<file path="config.mk">
export PLATFORM = sky130hd
export DESIGN_NAME = hsv_led_pulse_encoder
export DESIGN_NICKNAME = d
export VERILOG_FILES = /design/src/design/hlpe_pkg.sv /design/src/design/hlpe_hsv.sv /design/src/design/hlpe_ser.sv /design/src/design/hsv_led_pulse_encoder.sv
export VERILOG_INCLUDE_DIRS = /design/src /design/src/design
export SDC_FILE = /design/constraint.sdc
export NUM_CORES = 1
export LEC_CHECK = 0
export ABC_AREA = 0
export BUFFER_PORTS_ARGS = -buffer_cell sky130_fd_sc_hd__buf_4
export CAP_MARGIN = 10
export CORE_UTILIZATION = 57
export DETAILED_ROUTE_END_ITERATION = 12
export PLACE_DENSITY = 0.89
export SYNTH_ARGS = -nofsm -noshare
export SYNTH_HDL_FRONTEND = slang
export SYNTH_SLANG_ARGS = --single-unit
</file>
<file path="constraint.sdc">
create_clock -name clk -period 6.2 [get_ports clk]
set_clock_uncertainty 0.1 [all_clocks]
set_input_delay 0.93 -clock clk [delete_from_list [all_inputs] [get_ports clk]]
set_output_delay 0.93 -clock clk [all_outputs]
set_load 0.02 [all_outputs]
</file>
<file path="src/design/assert_macros.svh">
// ----------------------------------------------------------------------------
// Assertion macros
// Shared concurrent assertion forms, clocked on rising edge, async reset low.
// ----------------------------------------------------------------------------
`ifndef ASSERT_MACROS_SVH
`define ASSERT_MACROS_SVH

// same-cycle implication
`define ASSERT_IMPL(label, clk, rst_n, ante, cons) \
	label: assert property (@(posedge clk) disable iff (!(rst_n)) (ante) |-> (cons)) \
		else $error("assertion failed");

// next-cycle implication
`define ASSERT_NEXT(label, clk, rst_n, ante, cons) \
	label: assert property (@(posedge clk) disable iff (!(rst_n)) (ante) |=> (cons)) \
		else $error("assertion failed");

`endif

</file>
<file path="src/design/hlpe_pkg.sv">
// ----------------------------------------------------------------------------
// hlpe_pkg
// Types and constants of the LED pulse encoder.
// ----------------------------------------------------------------------------
`timescale 1ns / 1ps

package hlpe_pkg;

	localparam int DURATION_WIDTH_DEF = 15;
	localparam int PULSES             = 24;
	localparam int CFG_IDX_W          = 4;

	localparam int ZERO_HIGH_RST = 14;
	localparam int ZERO_LOW_RST  = 40;
	localparam int ONE_HIGH_RST  = 40;
	localparam int ONE_LOW_RST   = 14;

	localparam logic [8:0] HUE_WRAP = 9'd360;
	localparam logic [6:0] PCT_MAX  = 7'd100;

	// floor(x/100) = (x*RECIP_100) >> 19 for x <= 25500
	localparam int RECIP_100       = 5243;
	localparam int RECIP_100_SHIFT = 19;
	// floor(x/60) = (x*RECIP_60) >> 20 for x <= 15045
	localparam int RECIP_60        = 17477;
	localparam int RECIP_60_SHIFT  = 20;

	typedef enum logic [CFG_IDX_W-1:0] {
		REG_ZERO_HIGH = 4'd0,
		REG_ZERO_LOW  = 4'd1,
		REG_ONE_HIGH  = 4'd2,
		REG_ONE_LOW   = 4'd3
	} reg_idx_t;

	typedef enum logic {
		KIND_RGB = 1'b0,
		KIND_HSV = 1'b1
	} kind_t;

	// hue sectors, named by the max channel and the moving one
	typedef enum logic [2:0] {
		SEC_R_G = 3'd0,
		SEC_G_R = 3'd1,
		SEC_G_B = 3'd2,
		SEC_B_G = 3'd3,
		SEC_B_R = 3'd4,
		SEC_R_B = 3'd5
	} sector_t;

	// pixel record carried down the conversion pipeline
	typedef struct packed {
		kind_t       kind;
		logic [7:0]  red;
		logic [7:0]  green;
		logic [7:0]  blue;
		logic [8:0]  hue;
		logic [6:0]  inv_sat;
		logic [6:0]  val;
		logic [7:0]  hmax;
		sector_t     sector;
		logic [5:0]  frac;
		logic [14:0] prod;
		logic [7:0]  hmin;
		logic [13:0] prod2;
		logic [7:0]  adj;
	} pipe_t;

endpackage

</file>
<file path="src/design/hlpe_hsv.sv">
// ----------------------------------------------------------------------------
// hlpe_hsv
// Seven-stage color pipeline: HSV to RGB (raw RGB passes through), packs the GRB word.
// ----------------------------------------------------------------------------
`timescale 1ns / 1ps

module hlpe_hsv (
	input  logic                clk,
	input  logic                arst_n,
	input  logic                s_valid,
	output logic                s_ready,
	input  hlpe_pkg::kind_t     kind,
	input  logic [7:0]          red,
	input  logic [7:0]          green,
	input  logic [7:0]          blue,
	input  logic [8:0]          hue,
	input  logic [6:0]          saturation,
	input  logic [6:0]          brightness,
	output logic                pix_valid,
	input  logic                pix_ready,
	output logic [23:0]         pix_word
);
	import hlpe_pkg::*;

	logic valid_s1, valid_s2, valid_s3, valid_s4, valid_s5, valid_s6, valid_s7;
	logic go_s1, go_s2, go_s3, go_s4, go_s5, go_s6, go_s7;
	pipe_t p_s1, p_s2, p_s3, p_s4, p_s5, p_s6;
	logic [23:0] word_s7;
	pipe_t d1, d2, d3, d4, d5, d6;
	logic [23:0] d7;

	logic [6:0]  sat_c;
	logic [14:0] v255;
	logic [27:0] q100a;
	logic [27:0] q100b;
	logic [7:0]  diff;
	logic [28:0] q60;
	logic [7:0]  hi, lo_adj;
	logic [7:0]  r, g, b;

	// stall chain
	always_comb begin
		go_s7 = !valid_s7 || pix_ready;
		go_s6 = !valid_s6 || go_s7;
		go_s5 = !valid_s5 || go_s6;
		go_s4 = !valid_s4 || go_s5;
		go_s3 = !valid_s3 || go_s4;
		go_s2 = !valid_s2 || go_s3;
		go_s1 = !valid_s1 || go_s2;
	end

	assign s_ready   = go_s1;
	assign pix_valid = valid_s7;
	assign pix_word  = word_s7;

	// s1: hue wrap, clamps
	always_comb begin
		d1 = '0;
		d1.kind  = kind;
		d1.red   = red;
		d1.green = green;
		d1.blue  = blue;
		d1.hue   = (hue >= HUE_WRAP) ? (hue - HUE_WRAP) : hue;
		sat_c    = (saturation > PCT_MAX) ? PCT_MAX : saturation;
		d1.inv_sat = PCT_MAX - sat_c;
		d1.val   = (brightness > PCT_MAX) ? PCT_MAX : brightness;
	end

	// s2: max = v*255/100, sector and offset within it
	always_comb begin
		d2 = p_s1;
		v255 = {p_s1.val, 8'd0} - {8'd0, p_s1.val};
		q100a = 28'(v255) * 28'(RECIP_100);
		d2.hmax = q100a[RECIP_100_SHIFT+7:RECIP_100_SHIFT];
		if (p_s1.hue >= 9'd300) begin
			d2.sector = SEC_R_B;
			d2.frac   = 6'(p_s1.hue - 9'd300);
		end else if (p_s1.hue >= 9'd240) begin
			d2.sector = SEC_B_R;
			d2.frac   = 6'(p_s1.hue - 9'd240);
		end else if (p_s1.hue >= 9'd180) begin
			d2.sector = SEC_B_G;
			d2.frac   = 6'(p_s1.hue - 9'd180);
		end else if (p_s1.hue >= 9'd120) begin
			d2.sector = SEC_G_B;
			d2.frac   = 6'(p_s1.hue - 9'd120);
		end else if (p_s1.hue >= 9'd60) begin
			d2.sector = SEC_G_R;
			d2.frac   = 6'(p_s1.hue - 9'd60);
		end else begin
			d2.sector = SEC_R_G;
			d2.frac   = p_s1.hue[5:0];
		end
	end

	// s3: max*(100-s)
	always_comb begin
		d3 = p_s2;
		d3.prod = 15'(p_s2.hmax * p_s2.inv_sat);
	end

	// s4: min = prod/100
	always_comb begin
		d4 = p_s3;
		q100b = 28'(p_s3.prod) * 28'(RECIP_100);
		d4.hmin = q100b[RECIP_100_SHIFT+7:RECIP_100_SHIFT];
	end

	// s5: (max-min)*frac
	always_comb begin
		d5 = p_s4;
		diff = p_s4.hmax - p_s4.hmin;
		d5.prod2 = 14'(diff * p_s4.frac);
	end

	// s6: adj = prod2/60
	always_comb begin
		d6 = p_s5;
		q60 = 29'(p_s5.prod2) * 29'(RECIP_60);
		d6.adj = q60[RECIP_60_SHIFT+7:RECIP_60_SHIFT];
	end

	// s7: sector select, GRB packing
	always_comb begin
		hi     = p_s6.hmin + p_s6.adj;
		lo_adj = p_s6.hmax - p_s6.adj;
		case (p_s6.sector)
			SEC_R_G: begin r = p_s6.hmax; g = hi;        b = p_s6.hmin; end
			SEC_G_R: begin r = lo_adj;    g = p_s6.hmax; b = p_s6.hmin; end
			SEC_G_B: begin r = p_s6.hmin; g = p_s6.hmax; b = hi;        end
			SEC_B_G: begin r = p_s6.hmin; g = lo_adj;    b = p_s6.hmax; end
			SEC_B_R: begin r = hi;        g = p_s6.hmin; b = p_s6.hmax; end
			default: begin r = p_s6.hmax; g = p_s6.hmin; b = lo_adj;    end
		endcase
		if (p_s6.kind == KIND_HSV) begin
			d7 = {g, r, b};
		end else begin
			d7 = {p_s6.green, p_s6.red, p_s6.blue};
		end
	end

	always_ff @(posedge clk or negedge arst_n) begin
		if (!arst_n) begin
			valid_s1 <= 1'b0;
			valid_s2 <= 1'b0;
			valid_s3 <= 1'b0;
			valid_s4 <= 1'b0;
			valid_s5 <= 1'b0;
			valid_s6 <= 1'b0;
			valid_s7 <= 1'b0;
		end else begin
			if (go_s1) valid_s1 <= s_valid;
			if (go_s2) valid_s2 <= valid_s1;
			if (go_s3) valid_s3 <= valid_s2;
			if (go_s4) valid_s4 <= valid_s3;
			if (go_s5) valid_s5 <= valid_s4;
			if (go_s6) valid_s6 <= valid_s5;
			if (go_s7) valid_s7 <= valid_s6;
		end
	end

	always_ff @(posedge clk) begin
		if (go_s1 && s_valid)  p_s1    <= d1;
		if (go_s2 && valid_s1) p_s2    <= d2;
		if (go_s3 && valid_s2) p_s3    <= d3;
		if (go_s4 && valid_s3) p_s4    <= d4;
		if (go_s5 && valid_s4) p_s5    <= d5;
		if (go_s6 && valid_s5) p_s6    <= d6;
		if (go_s7 && valid_s6) word_s7 <= d7;
	end

endmodule

</file>
<file path="src/design/hlpe_ser.sv">
// ----------------------------------------------------------------------------
// hlpe_ser
// Pulse serializer: one GRB word in, 24 pulse words out, MSB first.
// ----------------------------------------------------------------------------
`timescale 1ns / 1ps

module hlpe_ser #(
	parameter  int DW    = hlpe_pkg::DURATION_WIDTH_DEF,
	localparam int OUT_W = ((2 * DW + 1 + 7) / 8) * 8
) (
	input  logic              clk,
	input  logic              arst_n,
	input  logic              pix_valid,
	output logic              pix_ready,
	input  logic [23:0]       pix_word,
	input  logic [DW-1:0]     zero_high,
	input  logic [DW-1:0]     zero_low,
	input  logic [DW-1:0]     one_high,
	input  logic [DW-1:0]     one_low,
	output logic              m_tvalid,
	input  logic              m_tready,
	output logic [OUT_W-1:0]  m_tdata,   // high_ticks, low_ticks, data_bit
	output logic              m_tlast
);
	import hlpe_pkg::*;

	localparam int CNT_W = $clog2(PULSES);

	logic [23:0]      word_q;
	logic [CNT_W-1:0] cnt_q;
	logic             busy_q;
	logic             last_beat;
	logic             bit_c;
	logic [DW-1:0]    high_c, low_c;

	assign last_beat = (cnt_q == CNT_W'(PULSES - 1));
	// next pixel loads on the same edge the last pulse word leaves
	assign pix_ready = !busy_q || (m_tready && last_beat);

	assign bit_c  = word_q[23];
	assign high_c = bit_c ? one_high : zero_high;
	assign low_c  = bit_c ? one_low : zero_low;

	assign m_tvalid = busy_q;
	assign m_tlast  = last_beat;
	assign m_tdata  = OUT_W'({bit_c, low_c, high_c});

	always_ff @(posedge clk or negedge arst_n) begin
		if (!arst_n) begin
			busy_q <= 1'b0;
			cnt_q  <= '0;
		end else if (pix_valid && pix_ready) begin
			busy_q <= 1'b1;
			cnt_q  <= '0;
		end else if (busy_q && m_tready) begin
			if (last_beat) begin
				busy_q <= 1'b0;
			end
			cnt_q <= cnt_q + CNT_W'(1);
		end
	end

	always_ff @(posedge clk) begin
		if (pix_valid && pix_ready) begin
			word_q <= pix_word;
		end else if (busy_q && m_tready) begin
			word_q <= {word_q[22:0], 1'b0};
		end
	end

endmodule

</file>
<file path="src/design/hsv_led_pulse_encoder.sv">
// ----------------------------------------------------------------------------
// hsv_led_pulse_encoder
// Pixel color (raw RGB or HSV) to 24 one-wire LED bit pulse words.
// ----------------------------------------------------------------------------
// Each accepted pixel yields 24 pulse words, green, red, blue, MSB first, the
// last one flagged by m_tlast. The serializer emits one pulse word per cycle
// while m_tready is high and loads the next pixel as the last word leaves. A
// pixel passes the seven-stage color pipeline before its first pulse word
// shows; pipeline and serializer hold up to eight pixels, so input is taken
// while pulses of earlier pixels stream out. The user must write duration
// registers through the cfg port only while the block is idle; not enforced.
`timescale 1ns / 1ps
`include "assert_macros.svh"

module hsv_led_pulse_encoder #(
	parameter  int DURATION_WIDTH = hlpe_pkg::DURATION_WIDTH_DEF,
	localparam int OUT_W = ((2 * DURATION_WIDTH + 1 + 7) / 8) * 8
) (
	input  logic                           clk,
	input  logic                           arst_n,
	input  logic                           s_tvalid,
	output logic                           s_tready,
	// red, green, blue, hue, saturation, brightness
	input  logic [47:0]                    s_tdata,
	// kind
	input  logic [0:0]                     s_tuser,
	output logic                           m_tvalid,
	input  logic                           m_tready,
	// high_ticks, low_ticks, data_bit
	output logic [OUT_W-1:0]               m_tdata,
	output logic                           m_tlast,
	input  logic                           cfg_wr_en,
	input  logic [hlpe_pkg::CFG_IDX_W-1:0] cfg_index,
	input  logic [DURATION_WIDTH-1:0]      cfg_wr_data
);
	import hlpe_pkg::*;

	localparam int DW = DURATION_WIDTH;

	logic [DW-1:0] zero_high_q, zero_low_q, one_high_q, one_low_q;
	logic          pix_valid, pix_ready;
	logic [23:0]   pix_word;

	always_ff @(posedge clk or negedge arst_n) begin
		if (!arst_n) begin
			zero_high_q <= DW'(ZERO_HIGH_RST);
			zero_low_q  <= DW'(ZERO_LOW_RST);
			one_high_q  <= DW'(ONE_HIGH_RST);
			one_low_q   <= DW'(ONE_LOW_RST);
		end else if (cfg_wr_en) begin
			case (reg_idx_t'(cfg_index))
				REG_ZERO_HIGH: zero_high_q <= cfg_wr_data;
				REG_ZERO_LOW:  zero_low_q  <= cfg_wr_data;
				REG_ONE_HIGH:  one_high_q  <= cfg_wr_data;
				REG_ONE_LOW:   one_low_q   <= cfg_wr_data;
				default: ;
			endcase
		end
	end

	hlpe_hsv u_hsv (
		.clk        (clk),
		.arst_n     (arst_n),
		.s_valid    (s_tvalid),
		.s_ready    (s_tready),
		.kind       (kind_t'(s_tuser[0])),
		.red        (s_tdata[7:0]),
		.green      (s_tdata[15:8]),
		.blue       (s_tdata[23:16]),
		.hue        (s_tdata[32:24]),
		.saturation (s_tdata[39:33]),
		.brightness (s_tdata[46:40]),
		.pix_valid  (pix_valid),
		.pix_ready  (pix_ready),
		.pix_word   (pix_word)
	);

	hlpe_ser #(
		.DW (DW)
	) u_ser (
		.clk       (clk),
		.arst_n    (arst_n),
		.pix_valid (pix_valid),
		.pix_ready (pix_ready),
		.pix_word  (pix_word),
		.zero_high (zero_high_q),
		.zero_low  (zero_low_q),
		.one_high  (one_high_q),
		.one_low   (one_low_q),
		.m_tvalid  (m_tvalid),
		.m_tready  (m_tready),
		.m_tdata   (m_tdata),
		.m_tlast   (m_tlast)
	);

	// a pixel never ends early: words keep coming until the flagged one
	`ASSERT_NEXT(a_no_early_end, clk, arst_n, m_tvalid && m_tready && !m_tlast, m_tvalid)
	// high durations follow the encoded bit
	`ASSERT_IMPL(a_high_match, clk, arst_n, m_tvalid, m_tdata[DW-1:0] == (m_tdata[2*DW] ? one_high_q : zero_high_q))
	// a stalled color word holds until the serializer takes it
	`ASSERT_NEXT(a_pix_hold, clk, arst_n, pix_valid && !pix_ready, pix_valid && $stable(pix_word))

endmodule

</file>
==> flow_summary.json, run 1 <==
{
  "timing.reg2reg.setup_slack_ns": 0.17,
  "worst-endpoint-arrival_ns": 6.27,
  "finalCritPeriodShare_pct": 97.3,
  "cp_top_family": "adder cells",
  "vias": 18540,
  "synth_area_leaders": "edfxtp_1 (37%), ha_1 (16%), fa_1 (14%)",
  "postCtsHoldBufs": 0,
  "power.leakage_nw": 14.7,
  "numClockSinks": 435,
  "critPathSlowestCell": "fa_1",
  "synth_top_flop_cell": "edfxtp_1",
  "crit_buf_inv": 4,
  "clock_path_buffers": 3,
  "synth_commonest_cells": "inv_1 (417), ha_1 (369), edfxtp_1 (362), fa_1 (210), nand2_1 (152)",
  "timing.critical_path.to": "u_hsv.d3[56]",
  "wire_length_of_the_first_global_routing_pass_mm": 99.6,
  "post-synth-top-area-cell": "edfxtp_1",
  "ant_nets": 0,
  "clk_transition_reported_paths_ns": 0.06,
  "drt-total-wl_mm": 60.9,
  "post_synth_inst_count": 2411,
  "outcome": "finished clean",
  "timing.critical_path.cells": "buf_4 > nor2_1 > nand2_1 > nor2_1 > xnor2_1 > nor2_1 > buf_4 > ha_1 > fa_1 > fa_1 > fa_1 > inv_1 > fa_1 > inv_1 > ha_1 > or4_1 > a21oi_2 > o32ai_4 > o41a_1 > a21oi_2 > xnor2_1",
  "htree_num_levels": 2,
  "area_of_the_core_um2": 50600,
  "required_ns": 6.44,
  "vias_per_cell": 5.66,
  "synth-warning-count": 0,
  "max_cap_viol_count": 0,
  "slew_headroom_pct": 28.0,
  "synth-seq-area-share_pct": 43.1,
  "post_route_cells_drive_above_1_share_pct": 15.1,
  "count_of_unique_library_cells_instantiated_by_yosys": 73,
  "cp_common_cell": "fa_1",
  "critical-path-max-stage-delay_ns": 0.56,
  "synth.net_count": 3063,
  "timing.reg2reg.worst_path_depth": 21,
  "startpoint": "u_hsv.d2[63]",
  "critical_path.startpoint_type": "flip-flop",
  "die_height_um": 229,
  "dpl.hpwl_mm": 44.7,
  "effective_utilization_at_floorplan_pct": 58.3,
  "detailedRoute.firstIterationViolations": 1103,
  "final_nets": 3218,
  "nFillCells": 3430,
  "finalMaxSlewViolations": 0,
  "max-vdd-ir-drop_mv": 0.321,
  "fmaxAchievable_mhz": 166,
  "worstMarginPinSlew_ns": 1.08,
  "tritoncts.num_buffers": 46,
  "drc": 0,
  "dieArea_um2": 52600,
  "synthesis.area_per_instance_um2": 12.2,
  "setup-tns-final_ns": 0,
  "regArea_um2": 12700,
  "initial_antenna_violation_count": 1,
  "worst-setup-path-type": "reg2reg",
  "synth_top_area_share_pct": 36.9,
  "asyncSetResetFlopFracSynth_pct": 16.8,
  "first_global_vias": 19765,
  "routed_wire_length_per_instance_um": 18.6,
  "row_count": 82,
  "synth_enable_flop_cells": 362,
  "dieWidth_um": 229,
  "period_minus_slack_ns": 6.03,
  "place_congestion": 0.899,
  "clk_latency_worst_skew_pair_ns": 0.62,
  "final_util_pct": 65.4,
  "most_frequent_cell_after_synthesis": "inv_1",
  "drtPass1Iterations": 6,
  "power_density_nw_per_um2": 272,
  "crit_fanout": 6,
  "tritoncts_clock_tree": "built",
  "timing.final.setup_violations": 0,
  "cts.root.buffer_cell": "clkbuf_16",
  "critical_register_to_register_path_startpoint": "u_hsv.d2[63]",
  "hold_viol": 0,
  "synth.ff_latch_count": 435,
  "boundaryPins": 108,
  "grtUsageTotal_pct": 23.6,
  "worst_hold_path_type": "reg2reg",
  "crit_path_cell_count": 21,
  "place.port_buffers": 105,
  "multi_input_area_um2": 15200,
  "area.growth.synth_to_final_pct": 12.2,
  "worst_setup_path_end_kind": "flip-flop",
  "rr_endpoint": "u_hsv.d3[56]",
  "diode_count": 0,
  "grt_overflow_total": 0,
  "maximum_number_of_pins_on_one_net_before_global_route_repair": 74,
  "netlist_area_um2": 29500
}
==> cell type report <==
class | count | area share, %
well taps | 672 | 2.54
inverters | 418 | 4.74
clock buffers | 50 | 3.65
flip-flops and latches | 435 | 38.4
repair buffers | 145 | 3.36
clock inverters | 36 | 1.36
multi-input cells | 1520 | 45.9
==> cell families after synthesis <==
logic type                 after synthesis  synth area share [%]
AOI/OAI and AO/OA                      294                  6.60
and+or+nand+nor                        427                  6.93
buffers and inverters                  456                  5.87
other                                    1                0.0127
DFF                                    435                  43.1
adders and majority gates              579                  29.9
xor gates and xnor gates                90                  2.67
muxes                                  129                  4.88
==> registers in the layout, indices dropped and copies added, names as in the netlist, 15 cells and up <==
name / flops
u_hsv.pix_word: 24
one_low_q: 15
u_hsv.d4: 57
zero_high_q: 15
u_hsv.d2: 48
u_ser.word_q: 24
one_high_q: 15
u_hsv.d6: 58
u_hsv.d3: 49
u_hsv.d5: 50
zero_low_q: 15
u_hsv.p_s6: 52
==> how the worst min path moves through the flow <==
stage                       start            end  slack (ns)  cells past startpoint
finish              u_hsv.d3[100]  u_hsv.d4[100]        0.31                      0
global route         u_hsv.d5[88]   u_hsv.d6[88]        0.31                      0
CTS                  u_hsv.d2[95]   u_hsv.d3[95]        0.31                      0
detailed placement   u_hsv.d2[91]   u_hsv.d3[91]        0.30                      0
global placement     u_hsv.d2[75]   u_hsv.d3[75]        0.30                      0
floorplan           u_hsv.d2[100]  u_hsv.d3[100]        0.30                      0
==> layer usage <==
| metal | vias up | wire length [µm] | GRT usage [%] |
|---|---|---|---|
| met5 | - | 0 | 0 |
| met1 | 9222 | 24600 | 29.3 |
| li1 | 8609 | - | - |
| met3 | 143 | 2750 | 3.27 |
| met2 | 566 | 31800 | 42.3 |
| met4 | 0 | 1700 | 7.46 |
==> timing repair <==
| item | CTS | global route |
|---|---|---|
| setup endpoints to repair | 0 | 8 |
| gates resized for setup | 0 | 28 |
| setup buffers | 0 | 8 |
==> worst register-to-register path: cells and delay by family (launching register included) <==
family          cells  cell delay (ns)
compound gates      4             0.92
xor+xnor            2             0.23
fa+ha+maj           6             2.62
buf+inv             4             0.48
flops               1             0.49
simple gates        5             0.95
==> metrics by stage <==
step	area [µm²]	total power [mW]	worst slack, ns	cells	hold WS [ns]
after floorplan	29500	5.30	0.115	2411	0.300
after global placement	31200	5.82	0.151	3181	0.301
after detailed placement	31200	5.97	0.104	3181	0.305
after CTS	32900	8.96	0.0631	3267	0.313
after global routing	33100	9.46	-0.0988	3276	0.314
final	33100	8.99	0.167	3276	0.306
==> placed cells by master, fill, tap and decap left out, types with 15 or more instances in the layout <==
master / synthesis / layout
a21o_1: 20 / 20
dfrtp_1: 63 / 63
inv_1: 417 / 415
buf_4: 2 / 143
nand2b_1: 15 / 15
nand2_1: 152 / 151
nor2b_1: 24 / 22
xor2_1: 27 / 27
fa_1: 210 / 210
and2_1: 47 / 43
ha_1: 369 / 369
nand3_1: 24 / 24
nor2_1: 84 / 83
xnor2_1: 63 / 59
nor3_1: 31 / 28
mux2_2: 118 / 118
edfxtp_1: 362 / 362
a21oi_1: 72 / 69
clkbuf_16: 0 / 47
o21ai_0: 68 / 64
==> report_power, final <==
part	switching [mW]	internal [mW]
logic	1.40	1.12
clock network	1.22	1.73
registers	0.108	3.40
total	2.73	6.26
Power figures use the tool's default switching activity.
==> run 2: changes to the inputs <==
==> constraint.sdc (replaced) <==
create_clock -name clk -period 6.2 [get_ports clk]
set_clock_uncertainty 0.1 [all_clocks]
set_input_delay 0.31 -clock clk [delete_from_list [all_inputs] [get_ports clk]]
set_output_delay 0.31 -clock clk [all_outputs]
set_load 0.02 [all_outputs]
==> flow_summary.json, run 2 (synthesis gave the netlist of run 1 again) <==
{
  "power.leakage_nw": 14.9,
  "worst_hold_path_type": "in2reg",
  "period_minus_slack_ns": 6.03,
  "pre_cts_slack_ns": 0.0738,
  "post_route_cells_drive_above_1_share_pct": 13.9,
  "netSwitchingFraction_pct": 30.6,
  "cp_top_family": "adder cells",
  "grtUsageTotal_pct": 23.9,
  "combinationalPowerShare_pct": 28.7,
  "dpl.hpwl_mm": 44.3,
  "max-vdd-ir-drop_mv": 0.321,
  "place_congestion": 0.910,
  "finalMaxSlewViolations": 0,
  "critPathSlowestCell": "fa_1",
  "timing.critical_path.cells": "inv_2 > ha_1 > buf_4 > nand3_1 > xnor2_2 > buf_4 > xnor2_1 > ha_1 > a21o_1 > ha_1 > fa_1 > fa_1 > inv_1 > fa_1 > inv_1 > ha_1 > or4_1 > a21oi_2 > o32ai_2 > o41a_1 > a21oi_2 > xnor2_1",
  "final_nets": 3277,
  "power.clock.fraction_pct": 31.4,
  "drt-total-wl_mm": 61.7,
  "routed_wire_length_per_instance_um": 18.5,
  "power_density_nw_per_um2": 263,
  "clock_path_buffers": 3,
  "required_ns": 6.44,
  "worstMarginPinSlew_ns": 1.08,
  "drc": 0,
  "cp_common_cell": "ha_1",
  "vias": 18978,
  "row_count": 82,
  "hold_viol": 0,
  "worst_setup_path_end_kind": "flip-flop",
  "worst-setup-path-type": "reg2reg",
  "critical_path.startpoint_type": "flip-flop",
  "effective_utilization_at_floorplan_pct": 58.3,
  "drtPass1Iterations": 6,
  "vias_per_cell": 5.70,
  "tritoncts.num_buffers": 46,
  "max_cap_viol_count": 0,
  "first_global_vias": 20028,
  "diode_count": 0,
  "cellInternalPower_mw": 6.11,
  "hold_slack_ns": 0.0370,
  "dieWidth_um": 229,
  "outcome": "finished clean",
  "timing.reg2reg.setup_slack_ns": 0.17,
  "worst-endpoint-arrival_ns": 6.27,
  "nFillCells": 3345,
  "cts.root.buffer_cell": "clkbuf_16",
  "wire_length_of_the_first_global_routing_pass_mm": 101,
  "switching_power_mw": 2.69,
  "fmaxAchievable_mhz": 166,
  "tritoncts_clock_tree": "built",
  "crit_fanout": 6,
  "maximum_number_of_pins_on_one_net_before_global_route_repair": 74,
  "largest_register_ff_count": 58,
  "die_height_um": 229,
  "rsz0062_at_grt": "true",
  "regArea_um2": 12700,
  "slew_headroom_pct": 27.9,
  "area.growth.synth_to_final_pct": 13.6,
  "htree_num_levels": 2,
  "clk_transition_reported_paths_ns": 0.06,
  "crit_buf_inv": 5,
  "detailedRoute.firstIterationViolations": 1378,
  "mostFrequentLayoutCell": "inv_1",
  "p_seq_share_pct": 39.9,
  "fin_ws_ns": 0.169,
  "multi_input_area_um2": 15100,
  "initial_antenna_violation_count": 1,
  "critical-path-max-stage-delay_ns": 0.57,
  "boundaryPins": 108,
  "ant_nets": 0,
  "clk_latency_worst_skew_pair_ns": 0.60,
  "grt_overflow_total": 0,
  "timing.final.setup_violations": 0,
  "area_of_the_core_um2": 50600,
  "finalCritPeriodShare_pct": 97.3,
  "numClockSinks": 435,
  "most_frequent_cells_in_the_layout": "inv_1 (416), ha_1 (368), edfxtp_1 (362)",
  "dieArea_um2": 52600,
  "place.port_buffers": 105
}
[run 2: final timing paths]
kind / from / to / cells after the start
hold / removal: s_tdata[35] / u_hsv.d2[71] / 3
min in group asynchronous: arst_n / zero_low_q[4] / 2
max in group asynchronous: arst_n / one_low_q[7] / 2
setup reg to reg: u_hsv.d2[62] / u_hsv.d3[56] / 22
hold reg to reg: u_hsv.d6[61] / u_hsv.p_s6[61] / 0
setup / recovery: u_hsv.d2[62] / u_hsv.d3[56] / 22
[run 2: layout make-up]
| cell class | instances | share of cell area, % |
|---|---|---|
| Inverter | 418 | 4.69 |
| Clock inverter | 24 | 0.856 |
| Timing Repair Buffer | 204 | 5.11 |
| Clock buffer | 59 | 3.72 |
| Multi-Input combinational cell | 1520 | 45.2 |
| Sequential cell | 435 | 38.0 |
| Tap cell | 672 | 2.51 |
[run 2: routing by layer]
metal / GRT usage, % / share of wire (%) / vias up
met2: 43.1 / 52 / 636
met3: 3.34 / 4.8 / 178
li1: - / - / 8707
met1: 29.0 / 40 / 9455
met5: 0 / 0.021 / -
met4: 8.69 / 3.4 / 2
[run 2: worst register-to-register path: stages (launching register included)]
cell	delay [ns]
edfxtp_1	0.41
inv_2	0.15
ha_1	0.23
buf_4	0.17
nand3_1	0.14
xnor2_2	0.18
buf_4	0.17
xnor2_1	0.14
ha_1	0.20
a21o_1	0.15
ha_1	0.28
fa_1	0.48
fa_1	0.57
inv_1	0.06
fa_1	0.53
inv_1	0.05
ha_1	0.24
or4_1	0.53
a21oi_2	0.14
o32ai_2	0.10
o41a_1	0.47
a21oi_2	0.19
xnor2_1	0.10
[run 2: repair_timing]
action / 4_1_cts / 5_1_grt
setup buffers: 0 / 4
hold endpoints to repair: 171 / 0
setup endpoints to repair: 0 / 8
gates resized for setup: 0 / 15
hold buffers: 64 / 0
[run 2: through the flow]
stage / power [mW] / util (%) / cell area, µm² / cells / TNS, ns
global placement: 5.81 / 61.7 / 31200 / 3180 / 0
floorplan: 5.30 / - / 29500 / 2411 / 0
CTS: 8.79 / 66.0 / 33400 / 3327 / 0
finish: 8.80 / 66.2 / 33500 / 3332 / 0
detailed placement: 5.97 / 61.7 / 31200 / 3180 / 0
global route: 9.27 / 66.2 / 33500 / 3332 / -0.0781
[run 2: power groups by stage]
stage | logic [mW] | clock network (mW) | registers [mW]
global placement | 2.27 | 0 | 3.54
CTS | 2.49 | 2.80 | 3.51
floorplan | 1.78 | 0 | 3.52
finish | 2.53 | 2.76 | 3.51
global route | 2.83 | 2.92 | 3.53
detailed placement | 2.41 | 0 | 3.56
